### src/hw/rtl/omni_drive_wheel_mixer_macros.svh
// Assertion helpers for the mixer top level.
`ifndef OMNI_DRIVE_WHEEL_MIXER_MACROS_SVH
`define OMNI_DRIVE_WHEEL_MIXER_MACROS_SVH

// Same-cycle implication, checked on every clock outside reset.
`define ODWM_ASSERT_IMPL(label, ante, cons) \
    label: assert property (@(posedge i_clk) disable iff (!i_rst_n) (ante) |-> (cons)) \
        else $error("odwm same-cycle check failed");

// Next-cycle implication, checked on every clock outside reset.
`define ODWM_ASSERT_NEXT(label, ante, cons) \
    label: assert property (@(posedge i_clk) disable iff (!i_rst_n) (ante) |=> (cons)) \
        else $error("odwm next-cycle check failed");

`endif

### src/hw/rtl/odwm_pkg.sv
package odwm_pkg;

    localparam int SINE_FRAC_BITS = 15;
    localparam int SINE_W  = SINE_FRAC_BITS + 1;
    localparam int MAG_W   = SINE_FRAC_BITS + 9;
    localparam int W_W     = MAG_W + 1;
    localparam int NUM_W   = MAG_W + 8;
    localparam int DSH_W   = MAG_W + 6;
    localparam int QTAB_N  = 91;
    localparam int ANGLE_W = 10;
    localparam logic [MAG_W-1:0] SCALE_MIN = MAG_W'((1 << SINE_FRAC_BITS) / 10);

    localparam longint unsigned PI_Q30  = 64'd3373259426;
    localparam longint unsigned ONE_Q30 = 64'd1 << 30;
    localparam longint unsigned HORNER_DIV [7] = '{210, 156, 110, 72, 42, 20, 6};

    localparam logic [ANGLE_W-1:0] WHEEL_OFFS [4] = '{10'd130, 10'd50, 10'd310, 10'd230};

    // Configuration register indexes
    localparam logic [1:0] CFG_STOP_THRESHOLD = 2'd0;
    localparam logic [1:0] CFG_IDLE_DUTY      = 2'd1;
    localparam logic [1:0] CFG_REVERSE_MASK   = 2'd2;
    localparam logic [1:0] CFG_INVERT_ON_HIGH = 2'd3;

    typedef logic [SINE_W-1:0] t_sine_tab [QTAB_N];

    // Quarter-wave sine, Q1.F, built from a truncated Taylor series in Q2.30
    function automatic t_sine_tab build_sine_tab();
        t_sine_tab       tab;
        longint unsigned x;
        longint unsigned x2;
        longint unsigned t;
        longint unsigned s;
        for (int k = 0; k < QTAB_N; k++) begin
            x  = (longint'(k) * PI_Q30) / 180;
            x2 = (x * x) >> 30;
            t  = ONE_Q30;
            for (int i = 0; i < 7; i++) begin
                t = ONE_Q30 - ((x2 * t) >> 30) / HORNER_DIV[i];
            end
            s = (x * t) >> 30;
            s = (s + (64'd1 << (29 - SINE_FRAC_BITS))) >> (30 - SINE_FRAC_BITS);
            tab[k] = s[SINE_W-1:0];
        end
        return tab;
    endfunction

    localparam t_sine_tab SINE_TAB = build_sine_tab();

    // One classified command between front and back
    typedef struct packed {
        logic                   brake;
        logic                   scaled;
        logic [MAG_W-1:0]       peak;
        logic [3:0][NUM_W-1:0]  num;
        logic [3:0][7:0]        umag;
        logic [3:0]             neg;
    } t_cmd;

    // One finished result
    typedef struct packed {
        logic [3:0][7:0] duty;
        logic [3:0]      dir;
        logic            braking;
    } t_result;

    // Settings used by the back end
    typedef struct packed {
        logic [7:0] idle_duty;
        logic [3:0] reverse_mask;
        logic       invert_on_high;
    } t_back_cfg;

    typedef enum logic {
        ST_IDLE,
        ST_DIV
    } t_back_state;

endpackage

### src/hw/rtl/odwm_queue.sv
module odwm_queue
    import odwm_pkg::*;
(
    input  logic i_clk,
    input  logic i_rst_n,
    input  logic i_push,
    input  t_cmd i_cmd,
    output logic o_full,
    input  logic i_pop,
    output logic o_valid,
    output t_cmd o_cmd
);

    t_cmd       r_mem [2];
    logic       r_wptr, r_rptr;
    logic [1:0] r_count;

    assign o_full  = r_count == 2'd2;
    assign o_valid = r_count != 2'd0;
    assign o_cmd   = r_mem[r_rptr];

    // Store on push, advance read on pop
    always_ff @(posedge i_clk) begin
        if (!i_rst_n) begin
            r_wptr  <= 1'b0;
            r_rptr  <= 1'b0;
            r_count <= 2'd0;
        end else begin
            if (i_push) begin
                r_wptr <= !r_wptr;
            end
            if (i_pop) begin
                r_rptr <= !r_rptr;
            end
            r_count <= r_count + 2'(i_push) - 2'(i_pop);
        end
        if (i_push) begin
            r_mem[r_wptr] <= i_cmd;
        end
    end

endmodule

### config.mk
export PLATFORM = sky130hd
export DESIGN_NAME = odwm_queue
export DESIGN_NICKNAME = d
export VERILOG_FILES = /design/src/hw/rtl/omni_drive_wheel_mixer_macros.svh /design/src/hw/rtl/odwm_pkg.sv /design/src/hw/rtl/odwm_queue.sv
export SDC_FILE = /design/constraint.sdc
export NUM_CORES = 1
export LEC_CHECK = 0
export BUFFER_PORTS_ARGS = -buffer_cell sky130_fd_sc_hd__buf_4
export CAP_MARGIN = 20
export CORE_ASPECT_RATIO = 0.9
export CORE_MARGIN = 2
export CORE_UTILIZATION = 24
export CTS_CLUSTER_DIAMETER = 30
export DETAILED_ROUTE_END_ITERATION = 12
export HOLD_SLACK_MARGIN = 0.05
export SETUP_SLACK_MARGIN = 0.5
export SYNTH_ARGS = -nofsm -noshare
export SYNTH_HDL_FRONTEND = slang
export SYNTH_SLANG_ARGS = --single-unit
### constraint.sdc
create_clock -name i_clk -period 31 [get_ports i_clk]
set_input_delay 4.65 -clock i_clk [delete_from_list [all_inputs] [get_ports i_clk]]
set_output_delay 4.65 -clock i_clk [all_outputs]
set_load 0.03 [all_outputs]
* Word-level counts from Yosys, hierarchy flattened *
Memory sizes are Yosys's and may differ from the RTL's. A register that Yosys moved wholly into a read port is not among the register bits.
Cells that the tools add are included.

cells by class
  add/subtract/negate cells = 2
  eq/ne operators = 1
  multiplexer cells = 4
  reductions and logical operators = 3

operator list
  kind                number
  $mux 1              4
  $add 2x1->2         1
  $eq 2x2->1 const B  1
  $logic_not 1->1     2
  $reduce_bool 2->1   1
  $sub 2x1->2         1

storage, ports and cells
  bits in registers = 4
  RAM bits = 380
  input port bits = 194
  output and inout port bits = 192
  memories kept = 1

memory list
  memory  words  width  read ports  clocked after Yosys merged registers in  wr ports  RTL line          source
  r_mem   2      190    1           1                                        1         odwm_queue.sv:14  t_cmd r_mem [2];

* Depth between registers and ports, before layout *
  depth after elaboration = 3
  mapped depth = 6
  mapped depth without buffers = 6

* Least setup slack after synthesis *
No wires, ideal clock.

  kind = input-to-reg
  from = input port i_push
  to = register r_wptr
  setup time = 0.097 ns
  arrival time = 13.552 ns
  required time = 30.903 ns
  setup slack = 17.351 ns
  cell stages on the path = 2
  cells stage by stage = nor2b_1 o21a_1

RTL lines
  element               RTL line          source
  start, declared       odwm_queue.sv:6   input logic i_push,
  end signal, assigned  odwm_queue.sv:30  r_wptr <= !r_wptr;
  end, declared         odwm_queue.sv:15  logic r_wptr, r_rptr;

==> impl_metrics.env <==
export IMPL_result_of_the_run="complete, no violations"
export IMPL_place_congestion=0.708
export IMPL_cap_violations=0
export IMPL_dp_final_hpwl_microns=21000
export IMPL_achievable_frequency_mhz=123
export IMPL_grt_start_max_net_pins=70
export IMPL_antenna_found_initial=3
export IMPL_critical_path_most_common_cell="buf_4"
export IMPL_tritoncts_clock_tree="built"
export IMPL_clock_pin_slew_on_the_worst_setup_and_hold_paths_ns=0.04
export IMPL_vias=7394
export IMPL_insertion_delay_ns=0.58
export IMPL_hold_path_class="reg2reg"
export IMPL_router_iterations_before_antenna_repair=4
export IMPL_cts_made_buffers=83
export IMPL_clockBufferDepth=3
export IMPL_drtAntennaViolNets=0
export IMPL_wirelength_microns=31900
export IMPL_postCtsSetupBuffers=0
export IMPL_grt_total_usage_pct=9.94
export IMPL_synth_lib_cells_used_distinct=14
export IMPL_num_nets_final=1265
export IMPL_cells_after_synth=612
export IMPL_floorplan_core_area_sq_um=58800
export IMPL_type_of_origin_of_the_critical_path="flip-flop"
export IMPL_setup_worst_path_end_class="output port"
export IMPL_postSynthRegisterBits=385
export IMPL_max_slew_worst_pin_slew_ns=1.06
export IMPL_critPathSlowestCell="dfxtp_4"
export IMPL_timing_slew_headroom_pct=29.1
export IMPL_vdd_ir_drop_max_mv=0.0561
export IMPL_first_pass_grt_wire_length_microns=46300
export IMPL_fp_dieArea_sq_um=61700
export IMPL_fin_skew_ns=0.0197
export IMPL_io_pins=386
export IMPL_grt_pass1_vias=8053
export IMPL_report_final_hold_viol_count=0
export IMPL_drc=0
export IMPL_syn_area_sq_um=14300
export IMPL_layout_worst_path_cycle_share_pct=26.1
export IMPL_fin_tns_setup_ns=0
export IMPL_cpLargestDelayFamily="buffers and inverters"
export IMPL_drt_initial_drc_count=362
export IMPL_htreeDepth=3
export IMPL_vias_per_cell=3.87
export IMPL_cts_hold_fix_buffers=0
export IMPL_power_density_cell_area_nw_per_um2=80.8
export IMPL_num_antenna_cells=0
export IMPL_synth_seq_area_share_pct=80.3
export IMPL_area_delta_synth_final_pct=46.4
export IMPL_timing_setup_critical_path_class="reg2out"
export IMPL_die_height_microns=236
export IMPL_crit_path_max_fanout=54
export IMPL_syn_area_per_cell_sq_um=23.4
export IMPL_routed_wire_length_per_instance_microns=16.7
export IMPL_rows=84
export IMPL_portBuffers=385
export IMPL_cp_arrival_ns=3.45
export IMPL_finalPower_uw=1700
export IMPL_unrepaired_setup_endpoints_after_global_routing="no"
export IMPL_cts_sinks=385
export IMPL_root_driver="clkbuf_16"
export IMPL_cts_repair_resize_count=0
export IMPL_p_leak_uw=0.00804
export IMPL_fp_dieW_microns=262
export IMPL_fillCellCount=5494
export IMPL_syn_nets=808
export IMPL_floorplan_initialDensity_pct=24.4
export IMPL_overflow=0
export IMPL_setup_viol=0
export IMPL_layout_min_cycle_time_ns=8.10
export IMPL_worst_ep_required_time_ns=26.35
export IMPL_crit_chain="buf_4 -> buf_4 -> mux2_2 -> buf_4"
export IMPL_critical_path_buf_inv_count=3
export IMPL_yosys_warnings=0
export IMPL_fin_hold_ws_ns=0.581
export IMPL_longest_individual_stage_delay_on_the_worst_path_ns=0.78
export IMPL_layout_drive_gt1_share_pct=63.6
export IMPL_finalMaxSlewViolations=0
## cells by family (layout without fill, tap and decap cells)
| kind of cell | count (synthesis) | count (layout) | share of synthesized area [%] |
|---|---|---|---|
| AND/OR/NAND/NOR | 9 | 9 | 0.393 |
| AO/OA/AOI/OAI | 1 | 1 | 0.0524 |
| flip-flops | 385 | 385 | 80.3 |
| adder cells (fa/ha/maj) | 2 | 2 | 0.175 |
| buffers and inverters | 23 | 549 | 1.31 |
| multiplexers | 190 | 190 | 17.5 |
| XOR/XNOR | 2 | 2 | 0.218 |
## cells in the mapped netlist
| master | count | area, sq um |
|---|---|---|
| xnor3_1 | 1 | 22.5 |
| or2_2 | 1 | 6.26 |
| o21a_1 | 1 | 7.51 |
| edfxtp_1 | 380 | 11400 |
| buf_2 | 9 | 45.0 |
| and2_1 | 4 | 25.0 |
| nor2b_1 | 4 | 25.0 |
| ha_1 | 2 | 25.0 |
| buf_6 | 12 | 135 |
| dfxtp_1 | 5 | 100 |
| xor2_1 | 1 | 8.76 |
| inv_1 | 2 | 7.51 |
| mux2_4 | 100 | 1500 |
| mux2_2 | 90 | 1010 |
## worst reg2reg max path, delay by kind of cell, from the launching register on
| kind | cells | cell delay [ns] |
|---|---|---|
| buf+inv | 1 | 0.98 |
| simple gates | 1 | 0.70 |
| flops | 1 | 0.38 |
## registers in the layout, indices dropped and copies added, names as in the netlist, named ones only
name and count:
r_wptr 1, r_count 2, r_rptr 1, r_mem 380
## cells in the final DEF (no fill, tap or decap), drive strengths merged
cell type	instances
buf	393
edfxtp	380
mux2	190
clkbuf	93
clkinv	29
bufinv	14
clkinvlp	13
inv	7
dfxtp	5
and2	4
nor2b	4
ha	2
or2	1
xor2	1
o21a	1
xnor3	1
## metal layers
| metal | global-route usage, % | vias up | wire [microns] |
|---|---|---|---|
| met5 | 0 | - | 24 |
| met2 | 16.3 | 307 | 15700 |
| met3 | 5.08 | 74 | 3400 |
| met1 | 10.6 | 3622 | 11900 |
| li1 | - | 3387 | - |
| met4 | 4.58 | 4 | 902 |
## power breakdown
part / total (uW) / internal (uW) / switching (uW)
Sequential: 614 / 605 / 9.08
Combinational: 188 / 84.3 / 103
Clock: 895 / 617 / 277
## path summary, 6_finish.rpt
| path | start | to | cells past startpoint | slack (ns) |
|---|---|---|---|---|
| min | r_rptr | r_rptr | 2 | 0.58 |
| min reg2reg | r_rptr | r_rptr | 2 | 0.58 |
| max | flip-flop | o_cmd[189] | 4 | 22.90 |
| max reg2reg | r_wptr | r_mem[1][110] | 2 | 28.48 |
## layout make-up
class,count,area [sq um],share of cell area (%)
sequential,385,11500,54.9
clock buffer,93,2160,10.3
timing repair buffer,393,2950,14.1
tap,774,968,4.61
inverter,2,7.51,0.0358
clock inverter,61,747,3.56
multi-input combinational,204,2650,12.6
## through the flow
| step | cell area, sq um | utilization [%] | std cells | worst slack, ns |
|---|---|---|---|---|
| floorplan | 14300 | - | 612 | 17.35 |
| finish | 21000 | 35.7 | 1912 | 22.90 |
| detailed placement | 18100 | 30.8 | 1758 | 23.44 |
| global route | 21000 | 35.7 | 1912 | 22.70 |
| CTS | 21000 | 35.7 | 1912 | 22.79 |
| global placement | 18100 | 30.8 | 1758 | 23.50 |
Power figures use the tool's default switching activity.
