`config.mk`:
```
export PLATFORM = sky130hd
export DESIGN_NAME = odwm_front
export DESIGN_NICKNAME = d
export VERILOG_FILES = /design/src/hw/rtl/omni_drive_wheel_mixer_macros.svh /design/src/hw/rtl/odwm_pkg.sv /design/src/hw/rtl/odwm_front.sv
export SDC_FILE = /design/constraint.sdc
export NUM_CORES = 2
export LEC_CHECK = 0
export ABC_AREA = 1
export BUFFER_PORTS_ARGS = -buffer_cell sky130_fd_sc_hd__buf_2
export CAP_MARGIN = 20
export CORE_MARGIN = 3
export CORE_UTILIZATION = 30
export DETAILED_ROUTE_END_ITERATION = 12
export HOLD_SLACK_MARGIN = 0.15
export SLEW_MARGIN = 30
export SYNTH_ARGS = -nofsm -noshare
export SYNTH_HDL_FRONTEND = slang
export SYNTH_SLANG_ARGS = --single-unit
```
`constraint.sdc`:
```
create_clock -name i_clk -period 11.41 [get_ports i_clk]
set_input_delay 1.7115 -clock i_clk [delete_from_list [all_inputs] [get_ports i_clk]]
set_output_delay 1.7115 -clock i_clk [all_outputs]
set_load 0.1 [all_outputs]
```
`src/hw/rtl/omni_drive_wheel_mixer_macros.svh`:
```
// Assertion helpers for the mixer top level.
`ifndef OMNI_DRIVE_WHEEL_MIXER_MACROS_SVH
`define OMNI_DRIVE_WHEEL_MIXER_MACROS_SVH

// Same-cycle implication, checked on every clock outside reset.
`define ODWM_ASSERT_IMPL(label, ante, cons) \
    label: assert property (@(posedge i_clk) disable iff (!i_rst_n) (ante) |-> (cons)) \
        else $error("odwm same-cycle check failed");

// Next-cycle implication, checked on every clock outside reset.
`define ODWM_ASSERT_NEXT(label, ante, cons) \
    label: assert property (@(posedge i_clk) disable iff (!i_rst_n) (ante) |=> (cons)) \
        else $error("odwm next-cycle check failed");

`endif

```
`src/hw/rtl/odwm_pkg.sv`:
```
package odwm_pkg;

    localparam int SINE_FRAC_BITS = 15;
    localparam int SINE_W  = SINE_FRAC_BITS + 1;
    localparam int MAG_W   = SINE_FRAC_BITS + 9;
    localparam int W_W     = MAG_W + 1;
    localparam int NUM_W   = MAG_W + 8;
    localparam int DSH_W   = MAG_W + 6;
    localparam int QTAB_N  = 91;
    localparam int ANGLE_W = 10;
    localparam logic [MAG_W-1:0] SCALE_MIN = MAG_W'((1 << SINE_FRAC_BITS) / 10);

    localparam longint unsigned PI_Q30  = 64'd3373259426;
    localparam longint unsigned ONE_Q30 = 64'd1 << 30;
    localparam longint unsigned HORNER_DIV [7] = '{210, 156, 110, 72, 42, 20, 6};

    localparam logic [ANGLE_W-1:0] WHEEL_OFFS [4] = '{10'd130, 10'd50, 10'd310, 10'd230};

    // Configuration register indexes
    localparam logic [1:0] CFG_STOP_THRESHOLD = 2'd0;
    localparam logic [1:0] CFG_IDLE_DUTY      = 2'd1;
    localparam logic [1:0] CFG_REVERSE_MASK   = 2'd2;
    localparam logic [1:0] CFG_INVERT_ON_HIGH = 2'd3;

    typedef logic [SINE_W-1:0] t_sine_tab [QTAB_N];

    // Quarter-wave sine, Q1.F, built from a truncated Taylor series in Q2.30
    function automatic t_sine_tab build_sine_tab();
        t_sine_tab       tab;
        longint unsigned x;
        longint unsigned x2;
        longint unsigned t;
        longint unsigned s;
        for (int k = 0; k < QTAB_N; k++) begin
            x  = (longint'(k) * PI_Q30) / 180;
            x2 = (x * x) >> 30;
            t  = ONE_Q30;
            for (int i = 0; i < 7; i++) begin
                t = ONE_Q30 - ((x2 * t) >> 30) / HORNER_DIV[i];
            end
            s = (x * t) >> 30;
            s = (s + (64'd1 << (29 - SINE_FRAC_BITS))) >> (30 - SINE_FRAC_BITS);
            tab[k] = s[SINE_W-1:0];
        end
        return tab;
    endfunction

    localparam t_sine_tab SINE_TAB = build_sine_tab();

    // One classified command between front and back
    typedef struct packed {
        logic                   brake;
        logic                   scaled;
        logic [MAG_W-1:0]       peak;
        logic [3:0][NUM_W-1:0]  num;
        logic [3:0][7:0]        umag;
        logic [3:0]             neg;
    } t_cmd;

    // One finished result
    typedef struct packed {
        logic [3:0][7:0] duty;
        logic [3:0]      dir;
        logic            braking;
    } t_result;

    // Settings used by the back end
    typedef struct packed {
        logic [7:0] idle_duty;
        logic [3:0] reverse_mask;
        logic       invert_on_high;
    } t_back_cfg;

    typedef enum logic {
        ST_IDLE,
        ST_DIV
    } t_back_state;

endpackage

```
`src/hw/rtl/odwm_front.sv`:
```
module odwm_front
    import odwm_pkg::*;
(
    input  logic        i_clk,
    input  logic        i_rst_n,
    input  logic        i_valid,
    output logic        o_ready,
    input  logic [8:0]  i_heading_deg,
    input  logic [7:0]  i_speed,
    input  logic signed [8:0] i_turn,
    input  logic [7:0]  i_stop_threshold,
    output logic        o_push,
    input  logic        i_full,
    output t_cmd        o_cmd
);

    logic                    r_s1_v, r_s2_v;
    logic                    r_s1_brake, r_s2_brake;
    logic [7:0]              r_s1_speed, r_s2_speed;
    logic signed [8:0]       r_s1_turn, r_s2_turn;
    logic [SINE_W-1:0]       r_s1_smag [4];
    logic [3:0]              r_s1_sneg;
    logic signed [W_W-1:0]   r_s2_w [4];

    logic                    adv1, adv2;
    logic [8:0]              aturn_in;
    logic                    brake_in;
    logic [ANGLE_W-1:0]      a0, a;
    logic [SINE_W-1:0]       smag [4];
    logic [3:0]              sneg;
    logic signed [W_W-1:0]   w [4];
    logic [MAG_W-1:0]        m [4];
    logic [MAG_W-1:0]        pk01, pk23, peak;
    logic [8:0]              aturn2;
    logic [7:0]              target;
    logic                    scaled;

    // Fold a whole-degree angle below 720 onto the quarter table
    function automatic logic [SINE_W:0] sine_of(input logic [ANGLE_W-1:0] ang);
        logic [ANGLE_W-1:0] d;
        logic [6:0]         k;
        logic               ng;
        d  = (ang >= 10'd360) ? ang - 10'd360 : ang;
        ng = 1'b0;
        if (d <= 10'd90) begin
            k = d[6:0];
        end else if (d <= 10'd180) begin
            k = 7'(10'd180 - d);
        end else if (d <= 10'd270) begin
            k = 7'(d - 10'd180);
            ng = 1'b1;
        end else begin
            k = 7'(10'd360 - d);
            ng = 1'b1;
        end
        return {ng, SINE_TAB[k]};
    endfunction

    assign adv2    = !r_s2_v || !i_full;
    assign adv1    = !r_s1_v || adv2;
    assign o_ready = adv1;
    assign o_push  = r_s2_v && !i_full;

    // Classify brake, find wheel angles and sines
    assign aturn_in = i_turn[8] ? 9'(-i_turn) : i_turn;
    assign brake_in = ({1'b0, i_speed} < {1'b0, i_stop_threshold})
                   && (aturn_in < {1'b0, i_stop_threshold});
    assign a0 = 10'd630 - {1'b0, i_heading_deg};
    assign a  = (a0 >= 10'd360) ? a0 - 10'd360 : a0;

    always_comb begin
        for (int i = 0; i < 4; i++) begin
            {sneg[i], smag[i]} = sine_of(a + WHEEL_OFFS[i]);
        end
    end

    always_ff @(posedge i_clk) begin
        if (!i_rst_n) begin
            r_s1_v <= 1'b0;
        end else if (adv1) begin
            r_s1_v <= i_valid;
        end
        if (adv1) begin
            r_s1_brake <= brake_in;
            r_s1_speed <= i_speed;
            r_s1_turn  <= i_turn;
            r_s1_sneg  <= sneg;
            for (int i = 0; i < 4; i++) begin
                r_s1_smag[i] <= smag[i];
            end
        end
    end

    // Form wheel values: speed times sine plus turn
    always_comb begin
        for (int i = 0; i < 4; i++) begin
            w[i] = r_s1_sneg[i]
                 ? (W_W'(r_s1_turn) <<< SINE_FRAC_BITS) - W_W'(r_s1_speed * r_s1_smag[i])
                 : (W_W'(r_s1_turn) <<< SINE_FRAC_BITS) + W_W'(r_s1_speed * r_s1_smag[i]);
        end
    end

    always_ff @(posedge i_clk) begin
        if (!i_rst_n) begin
            r_s2_v <= 1'b0;
        end else if (adv2) begin
            r_s2_v <= r_s1_v;
        end
        if (adv2) begin
            r_s2_brake <= r_s1_brake;
            r_s2_speed <= r_s1_speed;
            r_s2_turn  <= r_s1_turn;
            for (int i = 0; i < 4; i++) begin
                r_s2_w[i] <= w[i];
            end
        end
    end

    // Peak, target and scale numerators
    always_comb begin
        for (int i = 0; i < 4; i++) begin
            m[i] = r_s2_w[i][W_W-1] ? MAG_W'(-r_s2_w[i]) : MAG_W'(r_s2_w[i]);
        end
        pk01   = (m[0] > m[1]) ? m[0] : m[1];
        pk23   = (m[2] > m[3]) ? m[2] : m[3];
        peak   = (pk01 > pk23) ? pk01 : pk23;
        aturn2 = r_s2_turn[8] ? 9'(-r_s2_turn) : r_s2_turn;
        if ({1'b0, r_s2_speed} > aturn2) begin
            target = r_s2_speed;
        end else if (aturn2 > 9'd255) begin
            target = 8'd255;
        end else begin
            target = aturn2[7:0];
        end
        scaled = peak > SCALE_MIN;

        o_cmd.brake  = r_s2_brake;
        o_cmd.scaled = scaled;
        o_cmd.peak   = peak;
        for (int i = 0; i < 4; i++) begin
            o_cmd.num[i]  = NUM_W'(m[i] * target);
            o_cmd.umag[i] = (m[i][MAG_W-1:SINE_FRAC_BITS] > 9'd255)
                          ? 8'd255 : m[i][SINE_FRAC_BITS+7:SINE_FRAC_BITS];
            o_cmd.neg[i]  = r_s2_w[i][W_W-1] && !(scaled && target == 8'd0);
        end
    end

endmodule

```
Word level (Yosys, flattened, before mapping)
Memories as Yosys holds them, arrays and structs flattened.
Index checks and enable logic that the tools add are counted.
{ "word_totals": {"register_bits": 42, "latchBits": 0, "ramBits": 164, "rom_bits": 8192, "in_bits": 38, "out_inout_bits": 192, "elab_cells": 165, "mem_count": 6} }
{ "classes": {"add_sub_neg": 36, "multipliers": 8, "n_div": 0, "order_cmp": 33, "eq_ne": 0, "shifts": 0, "n_mux": 52, "n_bitwise": 4, "reduce_logical": 14} }
{ "mem_list": {"columns": ["memory", "words", "width", "read_ports", "rd_ports_with_merged_regs", "write_ports", "line", "source"], "rows": [
  ["(name not given)", 128, 16, 1, 0, 0, "odwm_front.sv:56", "return {ng, SINE_TAB[k]};"],
  ["(name not given)", 128, 16, 1, 0, 0, "odwm_front.sv:56", null],
  ["(name not given)", 128, 16, 1, 0, 0, "odwm_front.sv:56", null],
  ["(name not given)", 128, 16, 1, 0, 0, "odwm_front.sv:56", null],
  ["r_s2_w", 4, 25, 4, 0, 4, "odwm_front.sv:23", "logic signed [W_W-1:0] r_s2_w [4];"],
  ["r_s1_smag", 4, 16, 4, 0, 4, "odwm_front.sv:21", "logic [SINE_W-1:0] r_s1_smag [4];"]
]} }
{ "ops": {"columns": ["op", "n"], "rows": [
  ["$mux W24", 7],
  ["$mul A24 B8 Y32", 4],
  ["$mux W16", 8],
  ["$add A25 B24 Y25", 4],
  ["$mux W25", 4],
  ["$sub A25 B24 Y25", 4],
  ["$mul A8 B16 Y24", 4],
  ["$neg A24 Y24", 4],
  ["$mux W7", 12],
  ["$gt A24 B24 Y1", 3],
  ["$ge A10 B9 Y1 const B", 5],
  ["$mux W10", 5],
  ["$sub A10 B9 Y10 const B", 5],
  ["$mux W8", 6],
  ["$gt A9 B8 Y1 const B", 5],
  ["$le A10 B7 Y1 const B", 4],
  ["$le A10 B8 Y1 const B", 4],
  ["$le A10 B9 Y1 const B", 4],
  ["$ge A8 B8 Y1 const B", 4],
  ["$not A7 Y8", 4],
  ["$sub A6 B7 Y7 const A", 4],
  ["$sub A7 B6 Y7 const B", 4],
  ["$sub A7 B7 Y7 const A", 4],
  ["$gt A24 B12 Y1 const B", 1],
  ["other kinds (14)", 34]
]} }

Depth between registers and ports, before layout
{ "logic_depth": {"ltp_word": 14, "mapped_depth": 52, "depth_no_buf": 51} }

Worst setup path before layout
No wires, ideal clock.
{ "synth_timing": {"path_type": "flip-flop to output port", "from": "register r_s2_turn[0]", "to": "output port o_cmd[99] in the netlist's numbering", "arrival_time_ns": 9.264, "required_time_ns": 9.698, "path_slack_ns": 0.435, "stages_incl_launch_ff": 46, "path_buffers": 3, "cell_sequence": "edfxtp_1 > inv_1 > ha_1 > nand2_1 > o21ai_0 > xor2_1 > inv_1 > ha_1 > nand2_1 > inv_1 > a221oi_1 > o21ai_0 > a21o_1 > nand3_1 > clkbuf_1 > nand3_1 > nand2_1 > clkbuf_1 > [... 10 more ...] > o21ai_0 > a21oi_1 > o21bai_1 > a21oi_1 > o21bai_1 > a21oi_1 > inv_1 > a21oi_1 > o21ai_0 > nand4_1 > o211ai_1 > a21oi_1 > o21ai_0 > nand3_1 > nand2_1 > nand3_1 > o21ai_0 > xor2_1"} }
{ "synth_lines": {"columns": ["element", "line", "source"], "rows": [
  ["start, declared", "odwm_front.sv:20", "logic signed [8:0] r_s1_turn, r_s2_turn;"],
  ["start signal, assigned", "odwm_front.sv:112", "r_s2_turn <= r_s1_turn;"],
  ["end, declared", "odwm_front.sv:14", "output t_cmd o_cmd"]
]} }

==> impl_metrics.py <==
metrics = {
    "floorplan": {
        "fp.dieH_um": 470.6,
        "rows": 169,
        "io_pins": 230,
        "die_w_um": 470.6,
        "core_area_um2": 213400,
        "initial_core_util": 0.3035,
        "dieArea_um2": 221500,
    },
    "timing": {
        "drv_slew": 0,
        "setup-violations-final": 0,
        "finalCritPeriodShare": 0.9382,
        "maxSlewHeadroom": 0.3167,
        "finClkSkew_ns": 0.03007,
        "finalHoldViolCount": 0,
        "worst_slew_pin_slew_ns": 1.022,
        "fmax_ghz": 0.09341,
        "finalCriticalPeriod_ns": 10.71,
        "tns_ns": 0,
    },
    "global_route": {
        "grt_pass1_wl_um": 313400,
        "grt_pass1_vias": 55590,
        "overflow": 0,
        "antenna_found_initial": 3,
        "track_usage": 0.1734,
        "grt_max_degree": 65,
    },
    "route": {
        "viasPerCell": 4.778,
        "final_antenna_net_count": 0,
        "drt-total-wl_um": 196400,
        "drtPass1Iterations": 8,
        "routedWlPerCell_um": 16.43,
        "vias": 57100,
        "route.detailed.drc": 0,
        "drt_iter0_drc": 4688,
    },
    "critical_path": {
        "slowest_delay_ns": 0.51,
        "crit_path_end_kind": "output port",
        "cpMaxStageDelayCell": "fa_1",
        "worst-r2r-cell-count": 29,
        "crit_fanout": 16,
        "cp-start-kind": "flip-flop",
        "crit_required_ns": 9.70,
        "timing.rr.end": "r_s2_w[2][24]$_DFFE_PP_",
        "worstSetupEndpoint": "o_cmd[163]",
        "r2r_setup_slack_ns": 3.98,
        "critPathMostFrequentCell": "nand2_1",
        "startpoint": "r_s2_turn[0]$_DFFE_PP_",
        "arrival_ns": 8.99,
        "worst-setup-path-type": "reg -> out",
        "regToRegStartpoint": "r_s1_speed[2]$_DFFE_PP_",
    },
    "clock_network": {
        "root_buffer": "clkbuf_16",
        "clkSlewWorstSetupHoldPaths_ns": 0.07,
        "cts_buffers": 20,
        "cts_num_sinks": 206,
        "hold_buffers": 0,
        "ctsLongestPathBuffers": 3,
        "clock_latency_ns": 0.56,
        "htreeDepth": 1,
        "cts_tree": "built",
    },
    "cells_and_area": {
        "stdcell_area_um2": 70380,
        "mostFrequentLayoutCell": "nand2_1",
        "fill_cells": 23070,
        "area_delta_synth_final_pct": 8.685,
        "seqCellArea_um2": 6166,
        "finalNetCount": 10650,
        "final_layout_size_suffix_gt1_frac": 0.07374,
        "final_cell_mix": "2279 x nand2_1, 1731 x inv_1, 868 x fa_1",
        "multi_input_area_um2": 50450,
    },
    "synth": {
        "synth_area_per_cell_um2": 7.156,
        "ys.flop_type": "edfxtp_1",
        "ys_seq_area_frac": 0.09522,
        "async_reset_ff_frac": 0,
        "synth_compound_area_frac": 0.07804,
        "synthesis.nets": 10580,
        "yosysUniqueCellTypes": 73,
        "synth_top_family_by_area": "adder cells",
        "synth-xor-area-share": 0.05617,
        "synth-simple-area-share": 0.2515,
        "syn_area_um2": 64760,
        "syn_inst": 9049,
        "synth_edf_count": 204,
        "synthAdderAreaFrac": 0.3899,
        "yosys_warnings": 0,
        "ys_ff_latch": 206,
        "muxShareOfSynthArea": 0,
    },
    "hold_path": {
        "hp-class": "reg -> reg",
        "hp-start": "r_s1_brake$_DFFE_PP_",
    },
    "placement": {
        "port_buffers": 229,
        "place.gp.congestion": 0.9848,
        "dpl.hpwl_um": 159100,
        "placed_cell_area_um2": 69500,
    },
    "job": {
        "timing.max_cap.violations": 0,
    },
    "run_status": {
        "run_status": "finished, final reports clean",
    },
}
[critical path: cells and delay by family, from the launching register on]
family / cells / cell delay, ns
xor gates and xnor gates: 2 / 0.41
adders and majority gates: 7 / 2.68
buffers and inverters: 9 / 1.13
and+or+nand+nor: 17 / 1.82
DFF: 1 / 0.43
AOI/OAI and AO/OA: 13 / 1.94
[worst min path at each step]
stage / slack, ns / end / cells after the start
3_5_place_dp: 0.41 / r_s2_brake$_DFFE_PP_ / 0
5_1_grt: 0.43 / r_s2_brake$_DFFE_PP_ / 0
2_1_floorplan: 0.40 / r_s2_brake$_DFFE_PP_ / 0
4_1_cts: 0.43 / r_s2_brake$_DFFE_PP_ / 0
3_3_place_gp: 0.41 / r_s2_brake$_DFFE_PP_ / 0
6_report: 0.42 / r_s2_brake$_DFFE_PP_ / 0
[routing by layer]
metal  GRT usage  up-vias  routed length (µm)
met1      0.2449    26790               89470
met2      0.2763     2166               86140
met3     0.02210      306               14730
li1            -    27840                   -
met5           0        -                   0
met4     0.05027        0                6041
[kinds of logic after synthesis]
group,count (synthesis)
XOR/XNOR,411
AND/OR/NAND/NOR,3910
buffers and inverters,2139
flip-flops,206
adder cells (fa/ha/maj),1497
AO/OA/AOI/OAI,886
[synthesized netlist by cell type (all sizes together) (6+ instances only)]
library cell | instances | area (µm²)
a211oi | 19 | 142.6
a21boi | 8 | 75.08
a21o | 10 | 75.07
a21oi | 396 | 2079
a31oi | 8 | 50.05
buf | 113 | 685.7
clkbuf | 216 | 879.6
clkinv | 31 | 116.4
edfxtp | 204 | 6126
fa | 868 | 17380
ha | 629 | 7870
inv | 1779 | 6685
nand2 | 2378 | 9244
nand3 | 483 | 2497
nand3b | 10 | 75.07
nand4 | 72 | 450.4
nor2 | 838 | 3269
nor3 | 65 | 330.3
nor3b | 6 | 45.04
nor4 | 18 | 118.9
o211ai | 42 | 315.3
o21a | 8 | 60.06
o21ai | 307 | 1563
o21bai | 37 | 277.8
o221ai | 6 | 52.55
o31ai | 22 | 165.2
or2 | 28 | 175.2
xnor2 | 80 | 700.7
xor2 | 331 | 2937
[registers in the layout, summed over array words and instances (netlist names)]
| register | flops |
|---|---|
| r_s1_smag | 64 |
| r_s1_turn | 9 |
| r_s2_w | 100 |
| r_s1_brake | 1 |
| r_s2_v | 1 |
| r_s2_turn | 9 |
| r_s1_sneg | 4 |
| r_s2_brake | 1 |
| r_s2_speed | 8 |
| r_s1_v | 1 |
| r_s1_speed | 8 |
[cell type report]
type                       count  share of cell area
timing repair buffer         372             0.03979
clock inverter                12            0.001387
tap                         2821             0.05015
multi-input combinational   6704              0.7168
antenna                        3           0.0001067
sequential                   206             0.08761
inverter                    1810             0.09691
clock buffer                  23            0.007271
[through the flow]
step           instances  hold WS (ns)  setup WS, ns    util
6_report           11950        0.4244        0.7047  0.3299
5_1_grt            11950        0.4313      -0.01322  0.3298
4_1_cts            11940        0.4294      0.002417  0.3287
3_5_place_dp       11900        0.4109        0.1372  0.3257
3_3_place_gp       11900        0.4053        0.1051  0.3257
2_1_floorplan       9049        0.4003        0.4349       -
[timing repair]
item                                    in CTS  in global routing
endpoints found under the hold margin        0                  0
gates resized for setup                      7                 51
setup buffers                                1                  9
endpoints found under the setup margin      12                 40
pin swaps                                    0                  3
Power is not shown: default switching activity piles up to over one toggle a cycle in this logic, so the estimate is an artifact.
