**config.mk**
```make
export PLATFORM = sky130hd
export DESIGN_NAME = odwm_back
export DESIGN_NICKNAME = d
export VERILOG_FILES = /design/src/hw/rtl/omni_drive_wheel_mixer_macros.svh /design/src/hw/rtl/odwm_pkg.sv /design/src/hw/rtl/odwm_back.sv
export SDC_FILE = /design/constraint.sdc
export NUM_CORES = 1
export LEC_CHECK = 0
export BUFFER_PORTS_ARGS = -buffer_cell sky130_fd_sc_hd__buf_4
export CORE_ASPECT_RATIO = 0.8
export CORE_UTILIZATION = 57
export DETAILED_ROUTE_END_ITERATION = 7
export GPL_TIMING_DRIVEN = 0
export PLACE_DENSITY_LB_ADDON = 0.25
export SETUP_SLACK_MARGIN = 0.02
export SLEW_MARGIN = 10
export SYNTH_ARGS = -nofsm -noshare
export SYNTH_HDL_FRONTEND = slang
export SYNTH_SLANG_ARGS = --single-unit
```
**constraint.sdc**
```tcl
create_clock -name i_clk -period 12.8 [get_ports i_clk]
set_input_delay 0 -clock i_clk [delete_from_list [all_inputs] [get_ports i_clk]]
set_output_delay 0 -clock i_clk [all_outputs]
set_load 0.05 [all_outputs]
```
**src/hw/rtl/omni_drive_wheel_mixer_macros.svh**
```systemverilog
// Assertion helpers for the mixer top level.
`ifndef OMNI_DRIVE_WHEEL_MIXER_MACROS_SVH
`define OMNI_DRIVE_WHEEL_MIXER_MACROS_SVH

// Same-cycle implication, checked on every clock outside reset.
`define ODWM_ASSERT_IMPL(label, ante, cons) \
    label: assert property (@(posedge i_clk) disable iff (!i_rst_n) (ante) |-> (cons)) \
        else $error("odwm same-cycle check failed");

// Next-cycle implication, checked on every clock outside reset.
`define ODWM_ASSERT_NEXT(label, ante, cons) \
    label: assert property (@(posedge i_clk) disable iff (!i_rst_n) (ante) |=> (cons)) \
        else $error("odwm next-cycle check failed");

`endif

```
**src/hw/rtl/odwm_pkg.sv**
```systemverilog
package odwm_pkg;

    localparam int SINE_FRAC_BITS = 15;
    localparam int SINE_W  = SINE_FRAC_BITS + 1;
    localparam int MAG_W   = SINE_FRAC_BITS + 9;
    localparam int W_W     = MAG_W + 1;
    localparam int NUM_W   = MAG_W + 8;
    localparam int DSH_W   = MAG_W + 6;
    localparam int QTAB_N  = 91;
    localparam int ANGLE_W = 10;
    localparam logic [MAG_W-1:0] SCALE_MIN = MAG_W'((1 << SINE_FRAC_BITS) / 10);

    localparam longint unsigned PI_Q30  = 64'd3373259426;
    localparam longint unsigned ONE_Q30 = 64'd1 << 30;
    localparam longint unsigned HORNER_DIV [7] = '{210, 156, 110, 72, 42, 20, 6};

    localparam logic [ANGLE_W-1:0] WHEEL_OFFS [4] = '{10'd130, 10'd50, 10'd310, 10'd230};

    // Configuration register indexes
    localparam logic [1:0] CFG_STOP_THRESHOLD = 2'd0;
    localparam logic [1:0] CFG_IDLE_DUTY      = 2'd1;
    localparam logic [1:0] CFG_REVERSE_MASK   = 2'd2;
    localparam logic [1:0] CFG_INVERT_ON_HIGH = 2'd3;

    typedef logic [SINE_W-1:0] t_sine_tab [QTAB_N];

    // Quarter-wave sine, Q1.F, built from a truncated Taylor series in Q2.30
    function automatic t_sine_tab build_sine_tab();
        t_sine_tab       tab;
        longint unsigned x;
        longint unsigned x2;
        longint unsigned t;
        longint unsigned s;
        for (int k = 0; k < QTAB_N; k++) begin
            x  = (longint'(k) * PI_Q30) / 180;
            x2 = (x * x) >> 30;
            t  = ONE_Q30;
            for (int i = 0; i < 7; i++) begin
                t = ONE_Q30 - ((x2 * t) >> 30) / HORNER_DIV[i];
            end
            s = (x * t) >> 30;
            s = (s + (64'd1 << (29 - SINE_FRAC_BITS))) >> (30 - SINE_FRAC_BITS);
            tab[k] = s[SINE_W-1:0];
        end
        return tab;
    endfunction

    localparam t_sine_tab SINE_TAB = build_sine_tab();

    // One classified command between front and back
    typedef struct packed {
        logic                   brake;
        logic                   scaled;
        logic [MAG_W-1:0]       peak;
        logic [3:0][NUM_W-1:0]  num;
        logic [3:0][7:0]        umag;
        logic [3:0]             neg;
    } t_cmd;

    // One finished result
    typedef struct packed {
        logic [3:0][7:0] duty;
        logic [3:0]      dir;
        logic            braking;
    } t_result;

    // Settings used by the back end
    typedef struct packed {
        logic [7:0] idle_duty;
        logic [3:0] reverse_mask;
        logic       invert_on_high;
    } t_back_cfg;

    typedef enum logic {
        ST_IDLE,
        ST_DIV
    } t_back_state;

endpackage

```
**src/hw/rtl/odwm_back.sv**
```systemverilog
module odwm_back
    import odwm_pkg::*;
(
    input  logic      i_clk,
    input  logic      i_rst_n,
    input  logic      i_q_valid,
    input  t_cmd      i_cmd,
    output logic      o_pop,
    input  t_back_cfg i_cfg,
    output logic      o_valid,
    input  logic      i_ready,
    output t_result   o_result
);

    t_back_state             r_state, n_state;
    logic [1:0]              r_cnt;
    logic                    r_brake, r_scaled;
    logic [3:0][7:0]         r_umag;
    logic [3:0]              r_neg;
    logic [NUM_W-1:0]        r_rem [4];
    logic [DSH_W-1:0]        r_dsh;
    logic [7:0]              r_q [4];
    logic                    r_out_v;
    t_result                 r_out;

    logic                    out_free, last, finish, step;
    logic [NUM_W-1:0]        t1 [4];
    logic [NUM_W-1:0]        rem1 [4];
    logic [NUM_W-1:0]        rem2 [4];
    logic [7:0]              q_next [4];
    logic [7:0]              mag [4];
    logic                    dir [4];
    logic                    b1, b0;
    t_result                 res;

    assign out_free = !r_out_v || i_ready;
    assign last     = r_cnt == 2'd3;
    assign finish   = (r_state == ST_DIV) && last && out_free;
    assign step     = (r_state == ST_DIV) && (!last || out_free);

    always_comb begin
        n_state = r_state;
        o_pop   = 1'b0;
        case (r_state)
            ST_IDLE: begin
                o_pop = i_q_valid;
                if (i_q_valid) begin
                    n_state = ST_DIV;
                end
            end
            ST_DIV: begin
                if (finish) begin
                    o_pop = i_q_valid;
                    n_state = i_q_valid ? ST_DIV : ST_IDLE;
                end
            end
            default: n_state = ST_IDLE;
        endcase
    end

    // Two quotient bits per wheel each cycle, holding on the last step until the output is free, then finish the duty
    always_comb begin
        for (int i = 0; i < 4; i++) begin
            t1[i]   = NUM_W'({r_dsh, 1'b0});
            b1      = r_rem[i] >= t1[i];
            rem1[i] = b1 ? r_rem[i] - t1[i] : r_rem[i];
            b0      = rem1[i] >= NUM_W'(r_dsh);
            rem2[i] = b0 ? rem1[i] - NUM_W'(r_dsh) : rem1[i];
            q_next[i] = {r_q[i][5:0], b1, b0};

            mag[i] = r_scaled ? q_next[i] : r_umag[i];
            if (mag[i] < i_cfg.idle_duty) begin
                mag[i] = i_cfg.idle_duty;
            end
            dir[i] = i_cfg.reverse_mask[i] ? r_neg[i] : !r_neg[i];
            if (r_brake) begin
                res.duty[i] = i_cfg.idle_duty;
                res.dir[i]  = 1'b0;
            end else begin
                res.duty[i] = (dir[i] && i_cfg.invert_on_high) ? 8'd255 - mag[i] : mag[i];
                res.dir[i]  = dir[i];
            end
        end
        res.braking = r_brake;
    end

    always_ff @(posedge i_clk) begin
        if (!i_rst_n) begin
            r_state <= ST_IDLE;
            r_out_v <= 1'b0;
            r_cnt   <= 2'd0;
        end else begin
            r_state <= n_state;
            if (finish) begin
                r_out_v <= 1'b1;
            end else if (i_ready) begin
                r_out_v <= 1'b0;
            end
            if (o_pop) begin
                r_cnt <= 2'd0;
            end else if (step) begin
                r_cnt <= r_cnt + 2'd1;
            end
        end
        // Load a new command or advance the divide
        if (o_pop) begin
            r_brake  <= i_cmd.brake;
            r_scaled <= i_cmd.scaled;
            r_umag   <= i_cmd.umag;
            r_neg    <= i_cmd.neg;
            r_dsh    <= DSH_W'(i_cmd.peak) << 6;
            for (int i = 0; i < 4; i++) begin
                r_rem[i] <= i_cmd.num[i];
                r_q[i]   <= 8'd0;
            end
        end else if (step) begin
            r_dsh <= r_dsh >> 2;
            for (int i = 0; i < 4; i++) begin
                r_rem[i] <= rem2[i];
                r_q[i]   <= q_next[i];
            end
        end
        if (finish) begin
            r_out <= res;
        end
    end

    assign o_valid  = r_out_v;
    assign o_result = r_out;

endmodule

```
## After elaboration in Yosys (flattened, before gate mapping)

Memory sizes are Yosys's and may differ from the RTL's.
Index checks and enable logic that the tools add are counted.

| word-level totals | value |
|---|---|
| memories | 2 |
| output and inout port bits | 39 |
| word-level logic and storage cells | 124 |
| bits in writable memories | 160 |
| flip-flop bits (word level) | 109 |
| input port bits | 207 |

| operators by class | value |
|---|---|
| bitwise logic cells | 10 |
| equal/unequal tests | 1 |
| order comparisons | 12 |
| reductions and logical operators | 18 |
| muxes and demuxes | 50 |
| add/subtract/negate cells | 13 |

Memories:

| name | depth | width | rd ports | clocked after memory_dff | write ports | line | RTL |
|---|---|---|---|---|---|---|---|
| r_rem | 4 | 32 | 4 | 0 | 4 | odwm_back.sv:20 | `logic [NUM_W-1:0] r_rem [4];` |
| r_q | 4 | 8 | 4 | 0 | 4 | odwm_back.sv:22 | `logic [7:0] r_q [4];` |

Operators with widths:

| operator | number |
|---|---|
| two-way mux 32 bit | 12 |
| two-way mux 8 bit | 20 |
| greater-or-equal comparator 32 x 30 -> 1 bit | 4 |
| greater-or-equal comparator 32 x 31 -> 1 bit | 4 |
| subtractor 32 x 30 -> 32 bit | 4 |
| subtractor 32 x 31 -> 32 bit | 4 |
| two-way mux 30 bit | 2 |
| less-than comparator 8 bit | 4 |
| subtractor 8 bit, first input constant | 4 |
| two-way mux 1 bit | 14 |
| OR 1 bit | 8 |
| logical AND 1 bit | 7 |
| zero test 1 bit | 6 |
| one-hot mux 1 bit (2 select lines) | 2 |
| nonzero test 2 bit | 2 |
| adder 2 x 1 -> 2 bit, second input constant | 1 |
| == test 2 bit, second input constant | 1 |
| logical OR 1 bit | 2 |
| inverter 1 bit | 2 |
| OR reduction 2 bit | 1 |

## Longest topological paths before layout

Gate-level depths: netlist of the first run.
An unclocked memory read counts as a cell.

| logic depth | value |
|---|---|
| depth in word-level cells | 10 |
| gate-level depth with buffers | 29 |

## Worst setup path after synthesis of the first run

No wires, ideal clock.

| timing path | value |
|---|---|
| kind | register -> register |
| from | register r_dsh[1] |
| to | register r_out, in the netlist o_result[23] (data pin) |
| stages on the path, launching flop included | 26 |
| required time | 12.535 ns |
| data arrival time | 5.898 ns |
| path slack | 6.637 ns |
| period minus slack after synthesis | 6.163 ns |
| path through | dfxtp_1 -> inv_1 -> ha_1 -> nor2b_1 -> o31a_1 -> o311ai_2 -> o211ai_1 -> a211o_1 -> buf_2 -> buf_1 -> clkbuf_1 -> nor2_1 -> a21oi_1 -> fa_1 -> a21oi_1 -> o21ai_0 -> a2111oi_0 -> nor3b_1 -> o31a_1 -> a31oi_1 -> a21o_1 -> nand4_4 -> o31a_1 -> buf_2 -> a21boi_0 -> or3_1 |

RTL lines:

| element | line | RTL |
|---|---|---|
| from (decl) | odwm_back.sv:21 | `logic [DSH_W-1:0] r_dsh;` |
| from (signal assigned) | odwm_back.sv:111 | `r_dsh <= DSH_W'(i_cmd.peak) << 6;` |
| from (signal assigned) | odwm_back.sv:117 | `r_dsh <= r_dsh >> 2;` |
| to (signal assigned) | odwm_back.sv:124 | `r_out <= res;` |
| to (decl) | odwm_back.sv:24 | `t_result r_out;` |

==> parameters.txt, run 1 <==
Parameter                              Value

Outcome
  Outcome ... finished clean

Clock network
  Number of buffers inserted for hold repair after clock tree synthesis ... 204
  Maximum buffer depth of the clock tree ... 3
  Count of H-tree levels built during CTS ... 1
  Sink count of the clock tree ... 261
  Post-cts repair resize count ... 0
  TritonCTS Buffers ... 31
  Number of post-CTS setup repair buffers ... 0
  CTS clock-pin slew for the worst setup and hold paths ... 0.07 ns
  Insertion delay of the later-clocked pin in the worst-skew pair ... 0.62 ns
  Clock tree from TritonCTS ... built
  Clock root cell ... sky130_fd_sc_hd__clkbuf_16

Worst setup path
  Worst flop-to-flop path startpoint ... r_dsh[15]$_DFFE_PP_
  Arr. time, crit path ... 9.12 ns
  Startpoint Class ... register
  Critical setup path kind ... register to register
  Slowest-stage cell, CP ... sky130_fd_sc_hd__inv_1
  Data required time at the worst endpoint ... 13.15 ns
  Critical Path End Type ... register
  Longest individual stage delay on the worst path ... 0.84 ns
  R2R setup slack ... 4.02 ns
  Maximum net fanout on the critical path ... 10
  Reg-to-reg endpoint ... o_result[24]$_DFFE_PP_
  Number of cells on the worst reg-to-reg path ... 25
  Crit-path leading delay family ... compound AO/OA/AOI/OAI gates
  Count of buffer and inverter cells on the critical path ... 5

Logic synthesis
  Yosys top cell by area ... sky130_fd_sc_hd__edfxtp_1
  Mapped Area ... 0.0267 mm2
  Count of cell types in the netlist ... 85
  Number of synthesized flops with an enable pin ... 251
  Synthesized netlist cell count ... 3189
  Post-synth top flop ... sky130_fd_sc_hd__edfxtp_1
  Average footprint of a synthesized cell ... 8.36 um2
  Post-synthesis sequential area ratio ... 0.290
  Leading cell types by count after synthesis ... sky130_fd_sc_hd__nand2_1, sky130_fd_sc_hd__a21oi_1, sky130_fd_sc_hd__o21ai_0
  Synth Warn # ... 0
  Number of storage elements in the synthesis netlist ... 261
  Top post-synthesis cells by area ... sky130_fd_sc_hd__edfxtp_1, sky130_fd_sc_hd__ha_1, sky130_fd_sc_hd__a21oi_1
  Most instantiated library cell after synthesis ... sky130_fd_sc_hd__nand2_1
  Async S/R FF share, synth ... 0
  Top-area cell type share of the netlist area ... 0.283
  Mapped Nets ... 3673

Die
  # IOs ... 246
  Overall die area ... 0.0477 mm2
  Initial core utilization ... 0.581
  Die W ... 244 um
  Std-Cell Core Area ... 0.0459 mm2
  Site Rows ... 70
  Chip height ... 195 um

GRT
  Vias in the first global route ... 26518
  Remaining Overflow, GRT ... 0
  Global-route wire length before repair ... 154000 um
  Pin count of the biggest net entering global routing ... 56
  GR Util All Layers ... 0.420
  Antenna violations before repair ... 1

Power and ir drop
  Worst-case vdd ir drop ... 0.183 mV
  Overall power consumption ... 7.99 mW
  Leak ... 13.7 nW
  Pwr dens ... 246 mW/mm2

STA
  Setup violators final ... 0
  Shortest period the worst path allows ... 8.78 ns
  Setup repair after global routing missed its margin ... no
  Final Cycle Share ... 0.686
  Worst Clk Skew ... 0.0259 ns
  Max Freq ... 114 MHz
  Pins over their slew limit ... 0
  Hold Violations, Final ... 0
  Setup TNS Final ... 0 ns
  Worst-margin pin slew ... 1.40 ns
  Final hold slack ... 0.0906 ns
  Worst relative slew slack ... 0.0662

Min path
  Destination of the worst hold path ... o_result[6]$_DFFE_PP_
  Worst hold-check path type ... input port to register
  Number of cells on the worst hold path ... 3
  Hold path startpoint ... i_cfg[6]

Run
  Max Cap Violations ... 0

Route
  Post-detailed-route via-to-cell ratio ... 6.59
  Total wire length ... 104000 um
  Post-DRT Antenna Nets ... 0
  Iter 0 DRT Violations ... 3671
  Wirelength per Cell ... 24.2 um
  DRC violations left ... 0
  Total via count after detailed routing ... 28450
  First drt pass iteration count ... 6

Place
  Count of port buffers added during placement ... 244
  Final weighted congestion of routability-driven global placement ... 1.02
  Final HPWL from detailed placement ... 76100 um

Cells and area
  NumNets Final ... 4158
  Area Overhead vs Synth ... 21.8%
  Share of final-layout standard cells stronger than drive strength 1 ... 0.111
[final cells by class]
type / instances / area [um2]
inverters: 126 / 473
fillers: 3569 / 13400
diodes: 3 / 7.51
plain buffers: 130 / 518
clock buffers: 46 / 943
repair buffers: 452 / 3960
flip-flops and latches: 261 / 7740
well taps: 612 / 766
clock inverters: 12 / 115
multi-input cells: 2672 / 18000
[tightest hold or removal path, stage by stage]
cell and delay (ns):
sky130_fd_sc_hd__clkbuf_1 0.28, sky130_fd_sc_hd__nor2_1 0.20, sky130_fd_sc_hd__a221oi_1 0.06
[layout by cell type (no fill, tap or decap), types with 37 or more instances in the layout]
cell	Yosys	final
sky130_fd_sc_hd__edfxtp_1	251	251
sky130_fd_sc_hd__dlygate4sd3_1	0	204
sky130_fd_sc_hd__xnor2_1	125	125
sky130_fd_sc_hd__o21ai_0	292	292
sky130_fd_sc_hd__o21a_1	40	40
sky130_fd_sc_hd__mux2_2	45	45
sky130_fd_sc_hd__clkbuf_1	96	101
sky130_fd_sc_hd__xor2_1	90	90
sky130_fd_sc_hd__and2_1	39	39
sky130_fd_sc_hd__nor2_1	278	278
sky130_fd_sc_hd__inv_1	125	124
sky130_fd_sc_hd__a21o_1	122	122
sky130_fd_sc_hd__nand4_1	37	37
sky130_fd_sc_hd__nand2_1	343	342
sky130_fd_sc_hd__a31oi_1	42	42
sky130_fd_sc_hd__nand3_1	49	49
sky130_fd_sc_hd__a211oi_1	38	38
sky130_fd_sc_hd__nor3_1	37	37
sky130_fd_sc_hd__a21oi_1	336	336
sky130_fd_sc_hd__mux2i_1	56	56
sky130_fd_sc_hd__o31ai_1	42	42
sky130_fd_sc_hd__buf_4	0	244
sky130_fd_sc_hd__ha_1	269	269
[stage by stage]
| stage | setup WS (ns) | instances | utilization | cell area, um2 |
|---|---|---|---|---|
| after floorplan | 6.64 | 3189 | - | 26700 |
| after global placement | 4.66 | 4045 | 0.638 | 29300 |
| after detailed placement | 4.50 | 4049 | 0.640 | 29400 |
| after CTS | 4.43 | 4311 | 0.707 | 32500 |
| after global routing | 3.77 | 4311 | 0.707 | 32500 |
| final | 4.02 | 4314 | 0.708 | 32500 |
[where the power goes]
group / switching, mW / internal, mW / total [mW]
registers: 0.0812 / 1.12 / 1.20
clock network: 0.417 / 0.533 / 0.951
logic: 3.53 / 2.31 / 5.84
[cell families after synthesis]
| kind of cell | count (synthesis) | synth area share |
|---|---|---|
| adders and majority gates | 277 | 0.132 |
| muxes | 104 | 0.0417 |
| and+or+nand+nor | 945 | 0.163 |
| xor gates and xnor gates | 215 | 0.0706 |
| DFF | 261 | 0.290 |
| AOI/OAI and AO/OA | 1131 | 0.266 |
| buffers and inverters | 256 | 0.0371 |
[state kept, by name (all words and copies together), names as in the netlist, 2 cells and up]
| name | count |
|---|---|
| o_result | 37 |
| r_cnt | 2 |
| r_dsh | 30 |
| r_neg | 4 |
| r_q | 24 |
| r_rem | 128 |
| r_umag | 32 |
[how the worst max path moves through the flow]
stage                          startpoint                     end  slack [ns]  cells past startpoint
finish                r_dsh[15]$_DFFE_PP_  o_result[24]$_DFFE_PP_        4.02                     25
global route          r_dsh[15]$_DFFE_PP_  o_result[28]$_DFFE_PP_        3.77                     25
CTS                   r_dsh[15]$_DFFE_PP_  o_result[28]$_DFFE_PP_        4.43                     25
detailed placement    r_dsh[15]$_DFFE_PP_  o_result[27]$_DFFE_PP_        4.50                     24
global placement    r_dsh[1]$_SDFFE_PP0P_  r_rem[1][18]$_DFFE_PP_        4.66                     25
floorplan           r_dsh[1]$_SDFFE_PP0P_  o_result[23]$_DFFE_PP_        6.64                     25
[per-layer routing]
layer,up-vias,GRT usage,part of all wire
li1,12858,-,-
met1,13360,0.591,0.40
met2,1943,0.621,0.42
met3,289,0.105,0.14
met4,0,0.153,0.042
met5,-,0,0
(Power assumes the default switching activity.)
==> inputs of run 2 (changes only) <==
==> constraint.sdc (replaced) <==
create_clock -name i_clk -period 8.98 [get_ports i_clk]
set_input_delay 0 -clock i_clk [delete_from_list [all_inputs] [get_ports i_clk]]
set_output_delay 0 -clock i_clk [all_outputs]
set_load 0.05 [all_outputs]
==> run 2 against run 1 <==
Setup slack worse by 3.8 ns; total power up 43%; critical path depth unchanged; clock skew up 0.0032 ns; combinational power up 43%; count of clock-buffer cells in the layout unchanged; critical endpoint is now r_rem[1][20]$_DFFE_PP_; die area unchanged.
==> parameters.txt, run 2 (synthesis gave the netlist of run 1 again) <==
Parameter                              Value

GRT
  Global-route wire length before repair ... 154000 um (unchanged)
  Pin count of the biggest net entering global routing ... 56 (unchanged)
  GR Util All Layers ... 0.420 (unchanged)
  Antenna violations before repair ... 1 (unchanged)
  Remaining Overflow, GRT ... 0 (unchanged)
  Vias in the first global route ... 26518 (unchanged)

STA
  Setup repair after global routing missed its margin ... no
  Final Cycle Share ... 0.971 (+0.285)
  Worst Clk Skew ... 0.0291 ns (+0.00319 ns)
  Worst relative slew slack ... 0.0609 (-0.00530)
  Setup violators final ... 0 (unchanged)
  Hold Violations, Final ... 0 (unchanged)
  Max Freq ... 115 MHz (+0.69%)
  Setup TNS Final ... 0 ns (unchanged)
  Pins over their slew limit ... 0 (unchanged)
  Shortest period the worst path allows ... 8.72 ns (-0.0601 ns)
  Worst-margin pin slew ... 1.41 ns (+0.00795 ns)

Route
  Post-DRT Antenna Nets ... 0 (unchanged)
  Wirelength per Cell ... 24.2 um (about the same)
  DRC violations left ... 0 (unchanged)
  Iter 0 DRT Violations ... 3662 (-0.25%)
  Total via count after detailed routing ... 28459 (+0.032%)
  First drt pass iteration count ... 6 (unchanged)
  Post-detailed-route via-to-cell ratio ... 6.60 (about the same)
  Total wire length ... 104000 um (about the same)

Clock network
  CTS clock-pin slew for the worst setup and hold paths ... 0.07 ns (about the same)
  Sink count of the clock tree ... 261 (unchanged)
  Clock tree from TritonCTS ... built
  Maximum buffer depth of the clock tree ... 3 (unchanged)
  Count of H-tree levels built during CTS ... 1 (unchanged)
  Clock root cell ... sky130_fd_sc_hd__clkbuf_16
  Number of post-CTS setup repair buffers ... 0 (unchanged)
  Insertion delay of the later-clocked pin in the worst-skew pair ... 0.62 ns (about the same)
  TritonCTS Buffers ... 31 (unchanged)

Worst setup path
  Data required time at the worst endpoint ... 9.33 ns (-3.82 ns)
  Crit-path leading delay family ... compound AO/OA/AOI/OAI gates
  Slowest-stage cell, CP ... sky130_fd_sc_hd__inv_1
  Maximum net fanout on the critical path ... 16 (+6)
  Worst path most repeated cell ... sky130_fd_sc_hd__a21oi_1
  Critical setup path kind ... register to register
  Startpoint Class ... register
  Critical Path End Type ... register
  Longest individual stage delay on the worst path ... 0.73 ns (-0.11 ns)
  Count of buffer and inverter cells on the critical path ... 5 (unchanged)
  Arr. time, crit path ... 9.06 ns (-0.06 ns)

Power and ir drop
  Worst-case vdd ir drop ... 0.260 mV (+42%)
  Pwr dens ... 351 mW/mm2 (+43%)
  Leak ... 13.7 nW (about the same)

Place
  Final HPWL from detailed placement ... 76100 um (unchanged)
  Count of port buffers added during placement ... 244 (unchanged)
  Final weighted congestion of routability-driven global placement ... 1.02 (unchanged)
  Total placed cells including tap cells ... 4049 (unchanged)

Die
  # IOs ... 246 (unchanged)
  Site Rows ... 70 (unchanged)
  Std-Cell Core Area ... 0.0459 mm2 (unchanged)
  Die W ... 244 um (unchanged)
  Overall die area ... 0.0477 mm2 (unchanged)
  Initial core utilization ... 0.581 (unchanged)
  Chip height ... 195 um (unchanged)

Cells and area
  Area Overhead vs Synth ... 21.8% (about the same)
  Non-Filler Instances ... 4313 (-0.023%)
  NumNets Final ... 4158 (unchanged)
  Utilization after layout ... 0.708 (about the same)
  Share of final-layout standard cells stronger than drive strength 1 ... 0.112 (+0.000541)
  Register bank with the most flops ... r_rem
  Most common library cell in the layout ignoring fill and taps ... sky130_fd_sc_hd__nand2_1
  Largest register FFs ... 128 (unchanged)
  Most used cells in the layout excluding fill and tap cells ... sky130_fd_sc_hd__nand2_1, sky130_fd_sc_hd__a21oi_1, sky130_fd_sc_hd__o21ai_0

Run
  Max Cap Violations ... 0 (unchanged)

Min path
  Worst hold-check path type ... input port to register

Outcome
  Outcome ... finished clean
[run 2: cell types whose count changed in the layout (fill, tap and decap cells not counted)]
| cell | before | now |
|---|---|---|
| sky130_fd_sc_hd__clkbuf_1 | 101 | 100 |
| sky130_fd_sc_hd__diode_2 | 3 | 2 |
| sky130_fd_sc_hd__clkbuf_2 | 0 | 1 |
| sky130_fd_sc_hd__clkinvlp_4 | 0 | 1 |
| sky130_fd_sc_hd__inv_1 | 124 | 123 |
[run 2: through the flow]
step / power, mW / worst slack, ns / instance area, um2 / hold slack, ns
after floorplan: 7.72 / 2.82 / 26700 / 0.0989
after global placement: 9.36 / 0.836 / 29300 / 0.178
after global routing: 12.1 / 0.189 / 32500 / 0.0814
after detailed placement: 9.57 / 0.683 / 29400 / 0.179
after CTS: 11.0 / 0.606 / 32500 / 0.00678
final: 11.4 / 0.264 / 32500 / 0.0593
[run 2: worst paths after layout]
path | from | to | slack (ns) | depth (start not counted)
setup / recovery | r_dsh[1]$_SDFFE_PP0P_ | r_rem[1][20]$_DFFE_PP_ | 0.26 | 25
hold / removal | i_cfg[6] | o_result[6]$_DFFE_PP_ | 0.06 | 3
setup reg to reg | r_dsh[1]$_SDFFE_PP0P_ | r_rem[1][20]$_DFFE_PP_ | 0.26 | 25
hold reg to reg | r_dsh[1]$_SDFFE_PP0P_ | r_dsh[1]$_SDFFE_PP0P_ | 0.47 | 2
[run 2: area by class of cell]
type	count	area, um2
Antenna cell	2	5.00
Buffer	130	519
Clock buffer	46	943
Clock inverter	12	115
Fill cell	3565	13400
Inverter	126	477
Multi-Input combinational cell	2672	18000
Sequential cell	261	7740
Tap cell	612	766
Timing Repair Buffer	452	3960
[run 2: worst register-to-register path, delay by kind of cell (launching register included)]
family,cells,cell delay [ns]
AOI/OAI and AO/OA,13,3.96
DFF,1,0.31
and+or+nand+nor,5,0.93
adders and majority gates,2,0.74
buffers and inverters,5,2.50
[run 2: what timing repair did]
action | in CTS | in global routing
resized for setup | 0 | 3
endpoints found under the setup margin | 0 | 5
hold buffers | 204 | 0
hold endpoints to repair | 222 | 0
[run 2: power breakdown]
group | internal (mW) | switching, mW | total, mW | leakage (nW)
combinational | 3.29 | 5.03 | 8.33 | 10.7
sequential | 1.60 | 0.116 | 1.72 | 2.55
clock | 0.760 | 0.591 | 1.35 | 0.529
total | 5.65 | 5.74 | 11.4 | 13.7
[run 2: per-layer routing]
metal  track usage  part of all wire
met3         0.105              0.13
met4         0.153             0.042
met5             0                 0
met2         0.621              0.42
met1         0.591              0.41
